### src/rtl/core/sbsc_pkg.sv
// Shared types, symmetry codes and cell mapping for the bitboard canonicalizer.
`timescale 1ns / 1ps
`default_nettype none
package sbsc_pkg;

  localparam int BOARD_W = 64;
  localparam int CELL_W  = 6;
  localparam int CODE_W  = 3;
  localparam int N_SYM   = 8;

  localparam logic [CODE_W-1:0] SYM_IDENTITY = 3'd0;
  localparam logic [CODE_W-1:0] SYM_R3       = 3'd1;
  localparam logic [CODE_W-1:0] SYM_R2       = 3'd2;
  localparam logic [CODE_W-1:0] SYM_R        = 3'd3;
  localparam logic [CODE_W-1:0] SYM_F        = 3'd4;
  localparam logic [CODE_W-1:0] SYM_RF       = 3'd5;
  localparam logic [CODE_W-1:0] SYM_R2F      = 3'd6;
  localparam logic [CODE_W-1:0] SYM_R3F      = 3'd7;

  localparam logic REG_BOARD_SIDE = 1'b0;
  localparam logic [3:0] BOARD_SIDE_RESET = 4'd3;

  typedef struct packed {
    logic [BOARD_W-1:0] board;
    logic [CODE_W-1:0]  code;
  } cand_t;

  // destination cell of (r, c) under a symmetry on an n-by-n board
  function automatic int map_cell(input logic [CODE_W-1:0] code, input int r,
                                  input int c, input int n);
    int m;
    int dst;
    m = n - 1;
    case (code)
      SYM_R3:  dst = (m - c) * n + r;
      SYM_R2:  dst = (m - r) * n + (m - c);
      SYM_R:   dst = c * n + (m - r);
      SYM_F:   dst = r * n + (m - c);
      SYM_RF:  dst = (m - c) * n + (m - r);
      SYM_R2F: dst = (m - r) * n + c;
      default: dst = c * n + r;
    endcase
    return dst;
  endfunction

endpackage
`default_nettype wire

### src/rtl/core/square_bitboard_symmetry_canonicalizer.sv
// Registered stages in order: mask, images, then three registered levels
// of the 8-way minimum tree.
// Throughput: one board per cycle; a stall at the output holds every stage at once.
// Reset (synchronous, active high) empties the pipeline and sets board_side to 3.
// Top level: configuration register, side clamp and pipeline wiring.
`timescale 1ns / 1ps
`default_nettype none
module square_bitboard_symmetry_canonicalizer #(
  parameter int MAX_SIDE = 8
) (
  input  wire logic        clk,
  input  wire logic        rst,
  input  wire logic        psel,
  input  wire logic        penable,
  input  wire logic        pwrite,
  input  wire logic [2:0]  paddr,
  input  wire logic [31:0] pwdata,
  output logic [31:0]      prdata,
  output logic             pready,
  input  wire logic        in_valid,
  output logic             in_ready,
  input  wire logic [63:0] board_bits,
  output logic             out_valid,
  input  wire logic        out_ready,
  output logic [63:0]      canonical_board,
  output logic [2:0]       symmetry_code
);
  import sbsc_pkg::*;

  localparam int SIDE_W = $clog2(MAX_SIDE + 1);

  logic [3:0]        board_side;
  logic [SIDE_W-1:0] side_eff;
  logic              en;
  logic              wr_req;
  logic              img_valid;
  logic              l1_valid;
  logic              l2_valid;
  cand_t             img_cand [N_SYM];
  cand_t             l1_cand  [N_SYM/2];
  cand_t             l2_cand  [N_SYM/4];
  cand_t             fin_cand [1];

  assign pready = 1'b1;
  assign wr_req = psel && penable && pwrite && (paddr[2] == REG_BOARD_SIDE);

  always_ff @(posedge clk) begin
    if (rst) begin
      board_side <= BOARD_SIDE_RESET;
    end else if (wr_req) begin
      board_side <= pwdata[3:0];
    end
  end

  assign prdata = (paddr[2] == REG_BOARD_SIDE) ? {28'd0, board_side} : 32'd0;

  always_comb begin
    if (board_side == 4'd0) begin
      side_eff = SIDE_W'(1);
    end else if (board_side > 4'(MAX_SIDE)) begin
      side_eff = SIDE_W'(MAX_SIDE);
    end else begin
      side_eff = board_side[SIDE_W-1:0];
    end
  end

  assign en       = !out_valid || out_ready;
  assign in_ready = en && !rst;

  sbsc_image #(
    .MAX_SIDE (MAX_SIDE),
    .SIDE_W   (SIDE_W)
  ) u_image (
    .clk        (clk),
    .rst        (rst),
    .en         (en),
    .in_valid   (in_valid),
    .board_bits (board_bits),
    .side_eff   (side_eff),
    .cand_valid (img_valid),
    .cand       (img_cand)
  );

  sbsc_min_stage #(.N_IN(N_SYM)) u_min8 (
    .clk       (clk),
    .rst       (rst),
    .en        (en),
    .in_valid  (img_valid),
    .cin       (img_cand),
    .out_valid (l1_valid),
    .cout      (l1_cand)
  );

  sbsc_min_stage #(.N_IN(N_SYM/2)) u_min4 (
    .clk       (clk),
    .rst       (rst),
    .en        (en),
    .in_valid  (l1_valid),
    .cin       (l1_cand),
    .out_valid (l2_valid),
    .cout      (l2_cand)
  );

  sbsc_min_stage #(.N_IN(N_SYM/4)) u_min2 (
    .clk       (clk),
    .rst       (rst),
    .en        (en),
    .in_valid  (l2_valid),
    .cin       (l2_cand),
    .out_valid (out_valid),
    .cout      (fin_cand)
  );

  assign canonical_board = fin_cand[0].board;
  assign symmetry_code   = fin_cand[0].code;

endmodule
`default_nettype wire

### src/rtl/core/sbsc_image.sv
// Input masking stage and image stage: forms the eight symmetric images of a board.
`timescale 1ns / 1ps
`default_nettype none
module sbsc_image #(
  parameter int MAX_SIDE = 8,
  parameter int SIDE_W   = 4
) (
  input  wire logic                        clk,
  input  wire logic                        rst,
  input  wire logic                        en,
  input  wire logic                        in_valid,
  input  wire logic [sbsc_pkg::BOARD_W-1:0] board_bits,
  input  wire logic [SIDE_W-1:0]           side_eff,
  output logic                             cand_valid,
  output sbsc_pkg::cand_t                  cand [sbsc_pkg::N_SYM]
);
  import sbsc_pkg::*;

  logic               v1;
  logic [BOARD_W-1:0] b1;
  logic [SIDE_W-1:0]  side1;
  logic [BOARD_W-1:0] mask;
  logic [BOARD_W-1:0] img [N_SYM];

  always_comb begin
    mask = '0;
    for (int nn = 1; nn <= MAX_SIDE; nn++) begin
      if (side_eff == SIDE_W'(nn)) begin
        mask = (nn * nn >= BOARD_W) ? '1 : ((64'd1 << (nn * nn)) - 64'd1);
      end
    end
  end

  always_ff @(posedge clk) begin
    if (rst) begin
      v1 <= 1'b0;
    end else if (en) begin
      v1 <= in_valid;
    end
  end

  always_ff @(posedge clk) begin
    if (en) begin
      b1    <= board_bits & mask;
      side1 <= side_eff;
    end
  end

  // each side value gives a fixed bit permutation; select by side
  always_comb begin
    for (int k = 0; k < N_SYM; k++) begin
      img[k] = '0;
    end
    img[0] = b1;
    for (int nn = 1; nn <= MAX_SIDE; nn++) begin
      if (side1 == SIDE_W'(nn)) begin
        for (int k = 1; k < N_SYM; k++) begin
          for (int r = 0; r < nn; r++) begin
            for (int c = 0; c < nn; c++) begin
              img[k][CELL_W'(map_cell(CODE_W'(k), r, c, nn))] = b1[CELL_W'(r * nn + c)];
            end
          end
        end
      end
    end
  end

  always_ff @(posedge clk) begin
    if (rst) begin
      cand_valid <= 1'b0;
    end else if (en) begin
      cand_valid <= v1;
    end
  end

  always_ff @(posedge clk) begin
    if (en) begin
      for (int k = 0; k < N_SYM; k++) begin
        cand[k].board <= img[k];
        cand[k].code  <= CODE_W'(k);
      end
    end
  end

`ifndef SYNTH
  a_reset_clears: assert property (@(posedge clk) rst |=> !v1 && !cand_valid)
    else $error("pipeline valid not cleared by reset");
  a_pop_rot: assert property (@(posedge clk) disable iff (rst)
    cand_valid |-> $countones(cand[SYM_R].board) == $countones(cand[SYM_IDENTITY].board))
    else $error("rotation image changed cell count");
  a_pop_diag: assert property (@(posedge clk) disable iff (rst)
    cand_valid |-> $countones(cand[SYM_R3F].board) == $countones(cand[SYM_IDENTITY].board))
    else $error("transpose image changed cell count");
`endif
endmodule
`default_nettype wire

### src/rtl/core/sbsc_min_stage.sv
// One registered level of the minimum tree; the earlier candidate wins a tie.
`timescale 1ns / 1ps
`default_nettype none
module sbsc_min_stage #(
  parameter int N_IN = 8
) (
  input  wire logic           clk,
  input  wire logic           rst,
  input  wire logic           en,
  input  wire logic           in_valid,
  input  sbsc_pkg::cand_t     cin  [N_IN],
  output logic                out_valid,
  output sbsc_pkg::cand_t     cout [N_IN/2]
);
  import sbsc_pkg::*;

  localparam int N_OUT = N_IN / 2;

  always_ff @(posedge clk) begin
    if (rst) begin
      out_valid <= 1'b0;
    end else if (en) begin
      out_valid <= in_valid;
    end
  end

  always_ff @(posedge clk) begin
    if (en) begin
      for (int i = 0; i < N_OUT; i++) begin
        cout[i] <= (cin[2*i+1].board < cin[2*i].board) ? cin[2*i+1] : cin[2*i];
      end
    end
  end

`ifndef SYNTH
  a_min_le_first: assert property (@(posedge clk) disable iff (rst)
    en && in_valid |=> cout[0].board <= $past(cin[0].board))
    else $error("pair minimum exceeds its left operand");
`endif
endmodule
`default_nettype wire

### config.mk
export PLATFORM = sky130hd
export DESIGN_NAME = square_bitboard_symmetry_canonicalizer
export DESIGN_NICKNAME = d
export VERILOG_FILES = /design/src/rtl/core/sbsc_pkg.sv /design/src/rtl/core/square_bitboard_symmetry_canonicalizer.sv /design/src/rtl/core/sbsc_image.sv /design/src/rtl/core/sbsc_min_stage.sv
export SDC_FILE = /design/constraint.sdc
export NUM_CORES = 2
export LEC_CHECK = 0
export BUFFER_PORTS_ARGS = -buffer_cell sky130_fd_sc_hd__buf_2
export CORE_MARGIN = 4
export CORE_UTILIZATION = 48
export CTS_CLUSTER_DIAMETER = 30
export CTS_CLUSTER_SIZE = 30
export DETAILED_ROUTE_END_ITERATION = 6
export PLACE_DENSITY = 0.77
export SLEW_MARGIN = 20
export SYNTH_ARGS = -nofsm -noshare
export SYNTH_HDL_FRONTEND = slang
export SYNTH_SLANG_ARGS = --single-unit
### constraint.sdc
create_clock -name clk -period 35.7 [get_ports clk]
set_input_delay 7.14 -clock clk [delete_from_list [all_inputs] [get_ports clk]]
set_output_delay 7.14 -clock clk [all_outputs]
set_load 0.05 [all_outputs]
# Yosys cells after proc, flatten, opt, wreduce, memory -nomap -nowiden
# Cells that the tools add are included.
dict set report word_totals {
  ff_bits 1058
  output_inout_bits 102
}
dict set report classes {
  n_lt_le_gt_ge 416
  n_eq_ne 16
  mux 2059
  n_bitwise 3
  n_reduce_logical 212
}
# operator n
set ops {}
lappend ops {{bitwise mux 64 bit} 1421}
lappend ops {{2-to-1 mux 448 bit} 8}
lappend ops {{< comparator 6 x 8 -> 1 bit, second input constant} 204}
lappend ops {{demux 1 bit (select 6 bit)} 204}
lappend ops {{>= comparator 6 x 1 -> 1 bit, second input constant} 204}
lappend ops {{2-to-1 mux 6 bit} 204}
lappend ops {{2-to-1 mux 67 bit} 7}
lappend ops {{< comparator 64 bit} 7}
lappend ops {{logical AND 1 bit} 208}
lappend ops {{2-to-1 mux 1 bit} 205}
lappend ops {{bitwise AND 64 bit} 2}
lappend ops {{2-to-1 mux 64 bit} 1}
lappend ops {{2-to-1 mux 49 bit} 1}
lappend ops {{2-to-1 mux 36 bit} 1}
lappend ops {{== test 4 x 3 -> 1 bit, second input constant} 8}
lappend ops {{2-to-1 mux 25 bit} 1}
lappend ops {{== test 4 x 2 -> 1 bit, second input constant} 4}
lappend ops {{2-to-1 mux 16 bit} 1}
lappend ops {{2-to-1 mux 4 bit} 4}
lappend ops {{2-to-1 mux 9 bit} 1}
lappend ops {{== test 4 x 1 -> 1 bit, second input constant} 2}
lappend ops {{== test 4 bit, second input constant} 2}
lappend ops {{greater-than comparator 4 bit, second input constant} 1}
lappend ops {{logical NOT 4 bit} 1}
lappend ops {{3 further kinds} 4}

# Logic depth before layout (Yosys ltp)
dict set report logic_depth {
  word_depth 218
  mapped_depth 10
  ltp_nobuf 8
}

# Modules after synthesis
# Synthesis repeated with hierarchy kept, for this count alone.
dict set report hier_totals {
  cells_unflattened 4242
  area_unflattened_um2 49688.9
}
# mod cells_each area_per_inst_um2 seq_area_each_um2 instances
set by_module_without_submodules {}
lappend by_module_without_submodules {sbsc_image 1595 17919.7 10550.1 1}
lappend by_module_without_submodules {{sbsc_min_stage at u_min8} 1480 17825.8 8067.7 1}
lappend by_module_without_submodules {{sbsc_min_stage at u_min4} 737 8834.7 4043.9 1}
lappend by_module_without_submodules {{sbsc_min_stage at u_min2} 369 4620.7 2031.9 1}
lappend by_module_without_submodules {square_bitboard_symmetry_canonicalizer 61 488.0 80.1 1}

# Worst setup path after synthesis
# No wires, ideal clock.
dict set report synth_path {
  path_type {input to register}
  start {in out_ready}
  end {reg u_image.b1[0] (enable)}
  arrival_time_ns 20.435
  stages 3
  path_slack_ns 14.243
  cell_sequence {nor2b_1 -> clkbuf_1 -> inv_1}
}
dict set report synth_between {
  elab_chain_len 1
}
# item line_no
set synth_rtl {}
lappend synth_rtl {{start, declared} square_bitboard_symmetry_canonicalizer.sv:24} ;# input wire logic out_ready,
lappend synth_rtl {{logical OR 1 bit} n/a}
lappend synth_rtl {{end signal, assigned} sbsc_image.sv:44} ;# b1 <= board_bits & mask;
lappend synth_rtl {{end, declared} sbsc_image.sv:20} ;# logic [BOARD_W-1:0] b1;
# Every way passes these cells.
# A chain may end at the register's enable or synchronous reset.

# Worst setup path after layout
dict set report layout_path {
  start {in out_ready}
  end {out in_ready}
}
dict set report layout_between {
  elab_chain_len 2
}
# item line_no
set layout_rtl {}
lappend layout_rtl {{logical OR 1 bit} n/a}
lappend layout_rtl {{logical AND 1 bit} n/a}
lappend layout_rtl {{end, declared} square_bitboard_symmetry_canonicalizer.sv:21} ;# output logic in_ready,
# Every way passes these cells.

==> summary.txt <==
Post-CTS Resized: 0
Final #Nets: 3333
Netlist cell types: 72
Placed Cells: 3814
Die X: 275 µm
ys async rst share: 0%
Worst Path Arrival: 8290 ps
Setup Fix Bufs, Post-CTS: 0
Netlist Area Pre-Place: 0.0342 mm²
fill count: 5518
CTS buffer count: 133
design area: 0.0408 mm²
max-cap violations: 0
VDD IR-drop max: 0.0000479 V
RSZ-0062 raised after global routing: false
commonest non-fill, non-tap cell in the layout: edfxtp_1
number of core rows: 97
Worst Tran Pin Value: 1190 ps
skew final: 44.6 ps
Finished Layout Cells: 4051
Hold Crit Depth: 0
number of global-route vias before repair: 23300
Power Density: 63.9 mW/mm²
EDFF count, synth: 681
most frequent cells in the layout: edfxtp_1 (681), nand2_1 (278), inv_1 (233), ha_1 (217), a21oi_1 (169)
Critical Path RT: 28560 ps
Max-Slew Margin vs Limit: 19.6%
clock tree from TritonCTS: yes
placed cell area: 0.0363 mm²
Die ar.: 0.0757 mm²
Reg clk slew, reported paths: 50 ps
Worst R2R Path Depth: 9
GRT overflow: 0
Syn Area/Cell: 12.7 µm²
#FFs+latches synth: 690
Detail Route Antenna Nets: 0
DR iter-0 viols: 2668
setup ws final: 20270 ps
Layout area overhead: 19.1%
die height: 275 µm
CORE AREA: 0.0704 mm²
DR vias: 23500
vias per cell: 5.81
Leak Pwr: 17.7 nW
global-route wire length before repair: 150000 µm
type of the worst min-delay path: reg -> reg
routability congestion estimate: 1.07
Port-buffer cells: 148
clk_lat worst skew: 730 ps
largest net degree at the start of global routing: 181
Startpoint Class: input pin
Synth Flop Type: edfxtp_1
TritonCTS sink count: 690
CP Class: in -> out
post-DR wirelength/cell: 25.7 µm
fmax: 0.0648 GHz
CP endpoint kind: primary output
final worst-path cycle share: 43.2%
flop2flop setup slack: 31230 ps
Worst Path Max Fanout: 7
initial antenna violation count: 7
H-tree levels: 4
clk buf depth: 3
status: finished, final reports clean
Final Hold Violating Endpoints: 0
initial core utilization: 48.6%
WL final: 104000 µm
final setup violating endpoints: 0
sequential area share after synthesis: 60.2%
yosys warns: 0
layout cells sized above 1: 20.6%
setup slack at placement: 20290 ps
Slew Viols, Final: 0
Top Ports: 208
1st-pass router iterations: 6
Power Total: 0.00260 W
DRC violations left: 0
CTS Root Cell: clkbuf_16
GRT Total Usage: 27.4%
setup tns final: 0 ps
CTS Hold Bufs: 0
Gate Count Post-Synth: 2699
Min Clock Period, post-route: 15430 ps
Detail Placement HPWL: 73200 µm
## synthesized netlist by cell type (10+ instances only)
master	n	area [µm²]
o211ai_1	19	143
a21oi_1	170	851
inv_1	234	878
and2_1	35	219
edfxtp_1	681	20400
nor3_1	21	105
o31ai_1	11	82.6
buf_1	11	41.3
ha_1	217	2720
mux2i_1	10	100
a211oi_1	17	128
mux2_2	125	1410
nor2b_1	58	363
nand2b_1	22	138
nor2_1	105	394
a31oi_1	14	87.6
nand2_1	279	1050
a21o_1	17	128
nor4_1	26	163
buf_4	35	263
clkbuf_1	82	308
nand3_1	74	370
mux2_4	86	1290
mux2_1	14	158
nand4_1	44	275
o21ai_0	138	691
## worst paths after layout
check / endpoint / start
max: in_ready / out_ready
min: u_image.cand[535] / u_image.b1[63]
max reg2reg: u_min8.cout[144] / u_image.cand[33]
min reg2reg: u_image.cand[535] / u_image.b1[63]
## state kept, by name, summed over array words and instances, names as in the netlist
name and count:
u_image.side1 4, u_min8.cout 164, u_min2.cout 67, u_min8.out_valid 1
u_image.cand_valid 1, u_min2.out_valid 1, u_min4.cout 100, u_min4.out_valid 1
u_image.b1 64, u_image.v1 1, u_image.cand 282, board_side 4
## critical path, cell delays in order
cell and delay, ps:
buf_2 100, nor2b_1 750, nor2_1 60, buf_2 240
## cells by family (layout without fill, tap and decap cells)
kind of cell / after synthesis / count (layout) / synth area share [%]
adders and majority gates: 217 / 217 / 7.93
and+or+nand+nor: 695 / 695 / 9.78
AOI/OAI and AO/OA: 478 / 478 / 8.55
other: 2 / 127 / 0.0219
DFF: 690 / 690 / 60.2
muxes: 236 / 236 / 8.70
buffers and inverters: 381 / 668 / 4.79
## power breakdown
group          switching [W]  internal [W]
registers          0.0000400      0.000970
logic               0.000238      0.000151
clock network       0.000416      0.000790
total               0.000694       0.00191
## metal layers
metal / wire length, µm / GRT usage (%)
met3: 10100 / 7.61
met1: 40200 / 34.7
met5: 58 / 0
met4: 7390 / 16.2
met2: 46300 / 42.2
## layout make-up
class	count	area, µm²	share of cell area, %
repair buffers	198	1150	2.82
diodes	2	5.00	0.0123
clock buffers	150	3480	8.53
clock inverters	84	941	2.31
flip-flops and latches	690	20600	50.6
inverters	236	898	2.20
well taps	940	1180	2.88
multi-input cells	1751	12500	30.7
## through the flow
| step | hold WS [ps] | utilization, % |
|---|---|---|
| after floorplan | 400 | - |
| after global placement | 402 | 51.6 |
| after detailed placement | 405 | 51.6 |
| after CTS | 414 | 57.9 |
| after global routing | 418 | 57.9 |
| final | 412 | 57.9 |
Power figures use the tool's default switching activity.
